`config.mk`:
```
export PLATFORM = sky130hd
export DESIGN_NAME = pfba_ctrl
export DESIGN_NICKNAME = d
export VERILOG_FILES = /design/src/hw/rtl/pfba_pkg.sv /design/src/hw/rtl/pfba_ctrl.sv
export SDC_FILE = /design/constraint.sdc
export NUM_CORES = 1
export LEC_CHECK = 0
export BUFFER_PORTS_ARGS = -buffer_cell sky130_fd_sc_hd__buf_2
export CORE_AREA = 8 8 45 47
export CTS_BUF_LIST = sky130_fd_sc_hd__clkbuf_8
export DETAILED_ROUTE_END_ITERATION = 7
export DIE_AREA = 0 0 53 55
export HOLD_SLACK_MARGIN = 0.02
export PLACE_DENSITY = 0.68
export SYNTH_ARGS = -nofsm -noshare
export SYNTH_HDL_FRONTEND = slang
export SYNTH_SLANG_ARGS = --single-unit
```
`constraint.sdc`:
```
create_clock -name clk_i -period 2.2 [get_ports clk_i]
set_input_delay 0.11 -clock clk_i [delete_from_list [all_inputs] [get_ports clk_i]]
set_output_delay 0.11 -clock clk_i [all_outputs]
set_load 0.05 [all_outputs]
```
`src/hw/rtl/pfba_pkg.sv`:
```
package pfba_pkg;

  localparam int unsigned NumPages  = 16;
  localparam int unsigned ChunksMax = 64;
  localparam int unsigned PgIdxW    = 4;                 // page index
  localparam int unsigned PgW       = 5;                 // page index plus null
  localparam int unsigned SlIdxW    = 6;                 // slot index
  localparam int unsigned SlW       = 7;                 // slot index plus empty
  localparam int unsigned LinkAw    = PgIdxW + SlIdxW;

  localparam logic [PgW-1:0] PG_NULL  = PgW'(NumPages);
  localparam logic [SlW-1:0] SL_EMPTY = SlW'(ChunksMax);

  localparam logic [1:0] ST_OK       = 2'd0;
  localparam logic [1:0] ST_NO_FRAME = 2'd1;
  localparam logic [1:0] ST_UNMAPPED = 2'd2;

  localparam logic REQ_ALLOC = 1'b0;
  localparam logic REQ_FREE  = 1'b1;

  typedef struct packed {
    logic              req_type;
    logic [PgIdxW-1:0] in_page;
    logic [SlIdxW-1:0] in_slot;
  } req_t;

  typedef struct packed {
    logic [1:0]        status;
    logic [PgIdxW-1:0] out_page;
    logic [SlIdxW-1:0] out_slot;
    logic              page_released;
  } rsp_t;

  typedef struct packed {
    logic [SlW-1:0] in_use;
    logic [SlW-1:0] bumped;
    logic [SlW-1:0] fl_head;
    logic [PgW-1:0] nxt;
    logic [PgW-1:0] prv;
    logic           on_list;
  } page_rec_t;

  typedef enum logic [3:0] {
    OP_NONE,
    OP_LOAD,
    OP_AHEAD,
    OP_MAP,
    OP_PUSH2,
    OP_TAKE,
    OP_LINK,
    OP_U0,
    OP_U1,
    OP_U2,
    OP_FREE,
    OP_EMIT
  } op_e;

  typedef struct packed {
    logic req_free;
    logic head_null;
    logic head_ok;
    logic no_frame;
    logic free_bad;
    logic free_last;
    logic need_push;
    logic full;
    logic u_off;
    logic out_busy;
  } dp_stat_t;

endpackage

```
`src/hw/rtl/pfba_ctrl.sv`:
```
module pfba_ctrl (
  input  logic              clk_i,
  input  logic              rst_ni,
  input  logic              in_valid_i,
  output logic              in_ready_o,
  input  pfba_pkg::dp_stat_t stat_i,
  output pfba_pkg::op_e     op_o
);
  import pfba_pkg::*;

  localparam logic [3:0] S_IDLE  = 4'd0;
  localparam logic [3:0] S_START = 4'd1;
  localparam logic [3:0] S_AHEAD = 4'd2;
  localparam logic [3:0] S_MAP   = 4'd3;
  localparam logic [3:0] S_PUSH2 = 4'd4;
  localparam logic [3:0] S_TAKE  = 4'd5;
  localparam logic [3:0] S_LINK  = 4'd6;
  localparam logic [3:0] S_U0    = 4'd7;
  localparam logic [3:0] S_U1    = 4'd8;
  localparam logic [3:0] S_U2    = 4'd9;
  localparam logic [3:0] S_FREE  = 4'd10;
  localparam logic [3:0] S_DONE  = 4'd11;

  logic [3:0] state_q, state_d;
  logic [3:0] ret_q, ret_d;

  assign in_ready_o = (state_q == S_IDLE);

  always_comb begin
    state_d = state_q;
    ret_d   = ret_q;
    op_o    = OP_NONE;
    unique case (state_q)
      S_IDLE: begin
        if (in_valid_i) begin
          op_o    = OP_LOAD;
          state_d = S_START;
        end
      end
      S_START: begin
        state_d = stat_i.req_free ? S_FREE : S_AHEAD;
      end
      S_AHEAD: begin
        op_o = OP_AHEAD;
        if (stat_i.head_null) begin
          state_d = S_MAP;
        end else if (stat_i.head_ok) begin
          state_d = S_TAKE;
        end else begin
          // head page is exhausted: drop it and retry
          ret_d   = S_AHEAD;
          state_d = S_U0;
        end
      end
      S_MAP: begin
        op_o = OP_MAP;
        if (stat_i.no_frame) begin
          state_d = S_DONE;
        end else begin
          ret_d   = S_AHEAD;
          state_d = S_PUSH2;
        end
      end
      S_PUSH2: begin
        op_o    = OP_PUSH2;
        state_d = ret_q;
      end
      S_TAKE: begin
        op_o    = OP_TAKE;
        state_d = S_LINK;
      end
      S_LINK: begin
        op_o = OP_LINK;
        if (stat_i.full) begin
          ret_d   = S_DONE;
          state_d = S_U0;
        end else begin
          state_d = S_DONE;
        end
      end
      S_U0: begin
        op_o    = OP_U0;
        state_d = stat_i.u_off ? ret_q : S_U1;
      end
      S_U1: begin
        op_o    = OP_U1;
        state_d = S_U2;
      end
      S_U2: begin
        op_o    = OP_U2;
        state_d = ret_q;
      end
      S_FREE: begin
        op_o = OP_FREE;
        if (stat_i.free_bad) begin
          state_d = S_DONE;
        end else if (stat_i.free_last) begin
          ret_d   = S_DONE;
          state_d = S_U0;
        end else if (stat_i.need_push) begin
          ret_d   = S_DONE;
          state_d = S_PUSH2;
        end else begin
          state_d = S_DONE;
        end
      end
      S_DONE: begin
        if (!stat_i.out_busy) begin
          op_o    = OP_EMIT;
          state_d = S_IDLE;
        end
      end
      default: begin
        state_d = S_IDLE;
      end
    endcase
  end

  always_ff @(posedge clk_i or negedge rst_ni) begin
    if (!rst_ni) begin
      state_q <= S_IDLE;
      ret_q   <= S_IDLE;
    end else begin
      state_q <= state_d;
      ret_q   <= ret_d;
    end
  end

endmodule

```
# After elaboration in Yosys (flattened, before gate mapping)
# Cells that the tools add are included.
word_totals:
  inputBits: 13
  reg_bits: 8
  elab_cells: 49
op_classes:
  eq_ne: 19
  mux: 23
  reduce_logical: 5
ops:
  columns: ["op", "count"]
  rows:
  - ["4-bit one-hot mux with 11 select lines", 2]
  - ["4-bit two-way mux", 17]
  - ["4-bit by 3-bit equality test with 1-bit output, second input constant", 4]
  - ["4-bit equality test, second input constant", 4]
  - ["4-bit one-hot mux with 4 select lines", 1]
  - ["2-bit inequality test, second input constant", 7]
  - ["4-bit by 2-bit equality test with 1-bit output, second input constant", 2]
  - ["7-bit AND reduction", 1]
  - ["4-bit by 1-bit equality test with 1-bit output, second input constant", 1]
  - ["4-bit zero test", 1]
  - ["4-bit nonzero test", 1]
  - ["3-bit two-way mux", 1]
  - ["3-bit inequality test, second input constant", 1]
  - ["2-bit two-way mux", 1]
  - ["2-bit AND reduction", 1]
  - ["2-bit OR reduction", 1]
  - ["1-bit two-way mux", 1]

# Longest topological paths before layout
# Gate-level depths: netlist (run 1).
logic_depth:
  ltp_word: 4
  mapped_depth: 6
  ltp_nobuf: 5

# Worst setup path after synthesis (run 1)
# No wires, ideal clock.
synth_path:
  kind: "flip-flop to output port"
  start: "register state_q[2]"
  end: "output op_o[0]"
  stages_incl_launch_ff: 6
  path_slack_ps: -462
  t_arrival_ps: 2552
  required_time_ps: 2090
  path_buffers: 1
  path_cell_list: "dfrtp_1 > buf_6 > or2_1 > nor3_1 > nand2_1 > o21ai_0"
synth_via:
  elab_chain_len: 2
  elab_cells_between_ends: 12
  cone_classes: "eq/ne (10); mux (1); reduce/logical (1)"
synth_lines:
  columns: ["item", "line_no", "text"]
  rows:
  - ["start: declaration", "pfba_ctrl.sv:24", "logic [3:0] state_q, state_d;"]
  - ["start signal: assignment", "pfba_ctrl.sv:124", "state_q <= state_d;"]
  - ["4-bit zero test", null, null]
  - ["named net in_ready_o", "pfba_ctrl.sv:5", "output logic in_ready_o,"]
  - ["4-bit one-hot mux with 11 select lines", "pfba_ctrl.sv:33", "unique case (state_q)"]
  - ["end: declaration", "pfba_ctrl.sv:7", "output pfba_pkg::op_e op_o"]
# The timed path passes the listed nets, and every way through them passes these cells.

# Worst setup path after layout (run 1)
layout_path:
  start: "register state_q[2]"
  end: "output op_o[0]"
layout_via:
  elab_chain_len: 2
  elab_cells_between_ends: 12
  cone_classes: "eq/ne (10); mux (1); reduce/logical (1)"
layout_lines:
  columns: ["item", "line_no"]
  rows:
  - ["4-bit equality test, or another cell as far along", "pfba_ctrl.sv:33"]
  - ["4-bit one-hot mux with 11 select lines *", "pfba_ctrl.sv:33"]
# Mark *: on every way between the ends. The rest lies on a longest branch, timed or not.

==> metrics, run 1 <==
max-cap violation count 0; Slew @ Worst Pin 0.5248 ns; M2 GR Usage 18.55%; CP arrival 1.61 ns; Site Rows 14; Comb power frac 59.3%; vias in the first global route 606; WP data required 2.09 ns; # placed instances 100; CTS Sinks 6; initial antenna violation count 0; Ports 18; post-synthesis simple-gate area fraction 27.95%; Pins Over Slew Limit 0; mux cell area share after synthesis 1.747%; Compound-Gate Fraction of Synth Area 34.93%; drt wl/cell 15.00 um; met1 Use GR 13.56%; largest net degree at the start of global routing 18; warnings from Yosys 0; detailed-router iteration count before antenna repair 4; commonest non-fill, non-tap cell in the layout buf_2; final setup margin 0.4808 ns; full die area 2915 um2; post-route ant nets 0; CP Max Fanout 15; Placement Setup Slack 0.5470 ns; Post-Synth XOR/XNOR Area 0%; post-synthesis adder-cell area fraction 0%; switching portion of total power 52.94%; Synth Register Bits 6; Initial Util 41.41%; RSZ-0062 raised after global routing false; grt total ovfl 0; relative slew slack 65.02%; FF-to-FF setup slack 0.53 ns; GRT Total Usage 12.47%; crit end category output pin; nets@finish 103; cts repair resizes 0; Worst IR Drop VDD 0.0007377 V; root buffer cell clkbuf_8; FFs w/ async S/R, synth 100.0%; number of H-tree levels 1; number of enable flip-flop cells after synthesis 0; Avg Inst Size Synth 8.071 um2; drt drc 0; Worst-path clk slew 0.03 ns; drt via density 5.865; power per cell area 1529 nW/um2; Final GP Congestion 0.8806; part of the cycle the worst path needs 78.14%; minimum clock period 1.719 ns; number of fill cells 148; met3 GRT Util 3.743%; Sum Neg Setup Slack 0 ns; status complete, no violations; Buffers on Ports 17; Clock Skew 0.002266 ns; share of cells above drive strength 1 30.68%; fmax 581.7 MHz; startpoint types register; Clock Latency Late Sink 0.22 ns; Synth Cell Area 573.1 um2; WS Path Type reg -> out; cell-internal power 501.4 uW; Most used DFF post-synth dfrtp_1; Synth Net Count 84; type of the tightest min-delay check in -> reg; antenna cells 0; Fin. Hold Viols 0; Area Growth Syn to Fin 21.62%; Syn Inst Count 71; global-route wire length before repair 2594 um; Num CTS Buffers 3; Synth cell types 36; TritonCTS clock tree done; leakage power 0.3047 nW; Clock power frac 15.0%; Final Setup Violations 0; leading cell types in the layout, fill and taps excluded 17 x buf_2, 9 x a21oi_1, 6 x dfrtp_1; clk buf depth 2; Core Box Area 1384 um2; die height 55 um; post-route insts no fill 104; largest family of logic cells by synthesized area compound AO/OA/AOI/OAI gates; routed vias 610; drt initial violations 16; Die X 53 um; final WL 1560 um; P_sw 563.9 uW; grt peak-use layer met2; Reg power frac 25.6%; sequential share of the synthesized area 26.20%; Final HPWL DP 1180 um
flip-flops by register name, summed over array words and instances (netlist names):
register,count
ret_q,2
state_q,4
per-stage QoR:
| step | util (%) | hold WS [ns] | instance area (um2) | power, mW |
|---|---|---|---|---|
| final | 50.36 | 0.2264 | 696.9 | 1.065 |
| after global routing | 50.36 | 0.2578 | 696.9 | 1.153 |
| after CTS | 50.36 | 0.2227 | 696.9 | 1.067 |
| after detailed placement | 46.65 | -0.06476 | 645.6 | 0.9012 |
| after global placement | 46.65 | -0.06708 | 645.6 | 0.9025 |
| after floorplan | - | -0.1856 | 578.1 | 0.8010 |
worst paths after layout:
check                            from         end  cells after the start
min in group asynchronous      rst_ni  state_q[2]                      2
max                        state_q[2]     op_o[0]                      5
min                        in_valid_i  state_q[0]                      3
max in group asynchronous      rst_ni  state_q[1]                      2
min reg2reg                  ret_q[1]    ret_q[1]                      1
max reg2reg                state_q[0]  state_q[3]                      3
Yosys cell counts, drive strengths merged, types with 2 or more instances:
cell / number / area share, %
or2b: 2 / 2.8
o211ai: 2 / 2.6
dfrtp: 6 / 26
o21bai: 2 / 2.6
or2: 2 / 2.2
nor2: 3 / 2.0
nand2: 5 / 3.3
buf: 4 / 6.5
a21oi: 10 / 9.4
nor3: 3 / 2.6
o21ai: 8 / 7.0
o22ai: 2 / 2.2
inv: 4 / 2.6
kinds of logic after synthesis:
kind of cell,count (synthesis)
flip-flops,6
multiplexers,1
AND/OR/NAND/NOR,25
AO/OA/AOI/OAI,31
buffers and inverters,8
repair_timing:
action	CTS	global route
setup endpoints to repair	0	0
hold endpoints to repair	6	0
hold buffers	1	0
buffers inserted	0	0
layout make-up:
| class | instances | area, um2 | share of cell area [%] |
|---|---|---|---|
| Multi-Input combinational cell | 57 | 375.4 | 53.86 |
| Sequential cell | 6 | 150.1 | 21.54 |
| Inverter | 4 | 15.01 | 2.154 |
| Clock buffer | 3 | 41.29 | 5.925 |
| Tap cell | 16 | 20.02 | 2.873 |
| Timing Repair Buffer | 18 | 95.09 | 13.64 |
metal layers:
layer	vias up	wire length [um]
met5	-	0
met4	0	59
met3	4	75
met2	20	740
met1	285	685
li1	301	-
critical path, stage by stage, from the launching register on:
cell,delay (ns)
dfrtp_1,0.51
or2_1,0.33
nor3_2,0.13
nand2_1,0.06
o21ai_0,0.06
buf_2,0.28
power groups by stage:
stage | registers [mW] | clock network, mW | logic, mW
6_report | 0.273 | 0.160 | 0.632
5_1_grt | 0.286 | 0.176 | 0.691
4_1_cts | 0.270 | 0.165 | 0.632
3_5_place_dp | 0.271 | 0 | 0.630
3_3_place_gp | 0.274 | 0 | 0.629
2_1_floorplan | 0.185 | 0 | 0.616
Power figures use the tool's default switching activity.
==> run 2, diff against run 1 <==
clock period = 1.7 ns   (was 2.2 ns; I/O delays follow)
==> metrics, run 2 (same netlist as run 1, synthesis figures left out) <==
full die area 2915 um2; WP data required 1.62 ns; Core Box Area 1384 um2; largest net degree at the start of global routing 13; max-cap violation count 0; r2r endpoint state_q[3]; fmax 622.1 MHz; Fin. Hold Viols 0; Reg-to-Reg Start state_q[0]; leading cell types in the layout, fill and taps excluded 16 x buf_2, 9 x a21oi_1, 4 x o21ai_0, 4 x nand2_1, 4 x buf_4; Clock Skew 0.004885 ns; Slew @ Worst Pin 0.3536 ns; final WL 1723 um; # placed instances 104; Final Setup Violations 0; routed vias 645; max reg flops 4; Worst-path clk slew 0.04 ns; CTS Sinks 6; commonest non-fill, non-tap cell in the layout buf_2; Buffers on Ports 17; share of cells above drive strength 1 40.22%; Clock Latency Late Sink 0.22 ns; antenna cells 0; FF-to-FF setup slack 0.16 ns; minimum clock period 1.608 ns; part of the cycle the worst path needs 94.56%; root buffer cell clkbuf_8; Num CTS Buffers 3; Worst R2R Path Depth 5; post-route ant nets 0; GRT Total Usage 14.41%; drt wl/cell 15.95 um; leakage power 0.3280 nW; Site Rows 14; top flop regs state_q (4), ret_q (2); CP Max Fanout 11; multi-input logic area 397.9 um2; Final HPWL DP 1279 um; global-route wire length before repair 3098 um; setup bufs post-CTS 0; drt via density 5.972; grt total ovfl 0; Worst IR Drop VDD 0.001052 V; TritonCTS clock tree done; detailed-router iteration count before antenna repair 6; Area Growth Syn to Fin 32.53%; drt drc 0; vias in the first global route 682; Sum Neg Setup Slack 0 ns; WS Path Type reg -> out; crit end category output pin; Die X 53 um; nets@finish 107; Pins Over Slew Limit 0; RSZ-0062 raised after global routing false; number of H-tree levels 1; initial antenna violation count 0; Reg with most FFs state_q; Worst Hold Slack 0.2098 ns; CP arrival 1.52 ns; drt initial violations 44; Ports 18; Initial Util 41.41%; clk buf depth 2; post-route insts no fill 108; startpoint types register; type of the tightest min-delay check in -> async; power per cell area 2119 nW/um2; Power Total 1.609 mW; relative slew slack 76.12%; area taken by flip-flops and latches 153.9 um2; die height 55 um; Final GP Congestion 0.9272; status complete, no violations; number of fill cells 133
-- run 2: repair_timing --
action	4_1_cts	5_1_grt
endpoints found under the hold margin	6	0
pin swaps	0	0
resized for setup	2	3
setup endpoints to repair	1	4
hold buffers	1	0
-- run 2: area by class of cell --
type | instances | area share [%]
sequential | 6 | 20.26
clock buffer | 3 | 5.437
multi-input combinational | 57 | 52.39
tap | 16 | 2.636
inverter | 4 | 1.977
timing repair buffer | 22 | 17.30
-- run 2: routing by layer --
metal	vias to the layer above	GRT usage, %	part of all wire, %
li1	310	-	-
met1	306	17.92	43
met2	26	20.31	49
met3	3	4.011	6.0
met4	0	11.64	1.6
met5	-	0	0
-- run 2: critical path, cell delays in order (launching register included) --
cell	delay, ns
dfrtp_2	0.48
or2_4	0.30
nor3_4	0.20
nand2_2	0.08
o21ai_4	0.06
buf_6	0.17
-- run 2: stage by stage --
step / utilization (%) / setup WS [ns] / area, um2
after floorplan: - / 0.01529 / 600.6
after global placement: 50.45 / 0.1155 / 698.2
after detailed placement: 50.45 / 0.1258 / 698.2
after CTS: 54.43 / 0.03233 / 753.2
after global routing: 54.88 / 0.01569 / 759.5
final: 54.88 / 0.09250 / 759.5
-- run 2: worst max-delay path by stage --
| stage | startpoint | end | slack (ns) | cells past startpoint |
|---|---|---|---|---|
| final | state_q[3] | op_o[0] | 0.09 | 5 |
| after global routing | state_q[3] | op_o[0] | 0.02 | 5 |
| after CTS | state_q[2] | op_o[0] | 0.03 | 5 |
| after detailed placement | state_q[2] | state_q[3] | 0.13 | 5 |
| after global placement | state_q[2] | state_q[3] | 0.12 | 5 |
| after floorplan | state_q[2] | op_o[0] | 0.02 | 5 |
-- run 2: power breakdown --
part	switching (mW)	total, mW	internal [mW]
clock network	0.0631	0.215	0.152
logic	0.662	1.08	0.419
registers	0.108	0.313	0.205
==> run 3, diff against run 2 <==
MAX_ROUTING_LAYER = met4   (was not set)
SLEW_MARGIN = 20   (was not set)
==> metrics, run 3 (same netlist as run 1, synthesis figures left out) <==
post-route ant nets 0; leakage power 0.3280 nW; startpoint types register; cell-internal power 775.4 uW; top flop regs state_q (4), ret_q (2); Worst-path clk slew 0.04 ns; relative slew slack 76.10%; max-cap violation count 0; Fin. Hold Viols 0; clk buf depth 2; crit end category output pin; Worst IR Drop VDD 0.001150 V; CP max stage delay 0.47 ns; drt drc 0; WP data required 1.62 ns; Clock power frac 13.6%; Sum Neg Setup Slack 0 ns; Comb power frac 66.8%; power per cell area 2091 nW/um2; Final GP Congestion 0.8492; Buffers on Ports 17; number of H-tree levels 1; r2r endpoint state_q[3]; CP arrival 1.51 ns; Ports 18; minimum clock period 1.595 ns; detailed-router iteration count before antenna repair 4; Reg with most FFs state_q; Initial Util 41.41%; grt total ovfl 0; drt initial violations 24; type of the tightest min-delay check in -> async; Final HPWL DP 1221 um; Core Box Area 1384 um2; RSZ-0062 raised after global routing false; CTS Sinks 6; status complete, no violations; CP Max Fanout 11; final WL 1593 um; switching portion of total power 51.18%; die height 55 um; max reg flops 4; slowest stage cell, crit path dfrtp_2; Area Growth Syn to Fin 32.53%; Die X 53 um; commonest non-fill, non-tap cell in the layout buf_2; Clock Latency Late Sink 0.22 ns; vias in the first global route 625; worst setup path end op_o[0]; Slew @ Worst Pin 0.3539 ns; share of cells above drive strength 1 40.22%; Num CTS Buffers 3; P_sw 812.8 uW; fmax 627.2 MHz; Power Total 1.588 mW; global-route wire length before repair 2766 um; Final Setup Violations 0; root buffer cell clkbuf_8; leading cell types in the layout, fill and taps excluded 16 x buf_2, 9 x a21oi_1, 4 x o21ai_0, 4 x nand2_1, 4 x buf_4; drt via density 5.750; FF-to-FF setup slack 0.15 ns; initial antenna violation count 0; Reg power frac 19.6%; number of fill cells 139; TritonCTS clock tree done; part of the cycle the worst path needs 93.79%; Reg-to-Reg Start state_q[2]; drt wl/cell 14.75 um; Clock Skew 0.003907 ns; worst-path cell chain or2_4 -> nor3_4 -> nand2_2 -> o21ai_4 -> buf_6; Pins Over Slew Limit 0; routed vias 621; largest net degree at the start of global routing 13; nets@finish 107; Worst R2R Path Depth 5; GRT Total Usage 12.83%; antenna cells 0; critical path startpoint state_q[3]; WS Path Type reg -> out; Site Rows 14; full die area 2915 um2
run 3: worst min path at each step:
stage,start,to,slack [ns],cells after the start
final,rst_ni,ret_q[0],0.21,2
after global placement,rst_ni,ret_q[0],-0.09,1
after CTS,rst_ni,state_q[3],0.21,2
after detailed placement,rst_ni,ret_q[1],-0.09,1
after floorplan,rst_ni,ret_q[0],-0.21,0
after global routing,in_valid_i,state_q[0],0.24,3
run 3: area by class of cell:
type,instances,area (um2),share of cell area (%)
sequential,6,153.9,20.26
clock buffer,3,41.29,5.437
multi-input combinational,57,397.9,52.39
inverter,4,15.01,1.977
timing repair buffer,22,131.4,17.30
tap,16,20.02,2.636
run 3: timing repair:
item,4_1_cts,5_1_grt
setup buffers,0,0
hold endpoints to repair,6,0
hold buffers,1,0
endpoints found under the setup margin,1,4
resized for setup,1,4
run 3: worst max-delay path: cells and delay by family, from the launching register on:
family | cells | cell delay [ns]
DFF | 1 | 0.47
buffers and inverters | 1 | 0.17
AOI/OAI and AO/OA | 1 | 0.06
and+or+nand+nor | 3 | 0.58
run 3: through the flow:
step | instances | util [%] | cell area (um2) | hold WS [ns] | setup WS (ns)
floorplan | 71 | - | 600.6 | -0.2106 | 0.01529
global placement | 104 | 50.45 | 698.2 | -0.09055 | 0.1130
detailed placement | 104 | 50.45 | 698.2 | -0.08782 | 0.1195
CTS | 108 | 54.34 | 752.0 | 0.2082 | 0.01375
global route | 108 | 54.88 | 759.5 | 0.2357 | 0.01310
finish | 108 | 54.88 | 759.5 | 0.2109 | 0.1055
run 3: metal layers:
layer / routed length (um) / up-vias / track usage (%) / share of wire, %
met3: 70 / 0 / 1.604 / 4.4
met4: 0 / 0 / 6.466 / 0
met2: 818 / 22 / 20.70 / 51
met5: 0 / - / - / 0
li1: - / 309 / - / -
met1: 705 / 290 / 15.36 / 44
run 3: power by group through the flow:
| stage | registers [mW] | logic (mW) | clock network, mW |
|---|---|---|---|
| after floorplan | 0.239 | 0.870 | 0 |
| after global placement | 0.304 | 1.03 | 0 |
| after detailed placement | 0.304 | 1.03 | 0 |
| after CTS | 0.303 | 1.04 | 0.219 |
| after global routing | 0.327 | 1.16 | 0.232 |
| final | 0.311 | 1.06 | 0.216 |
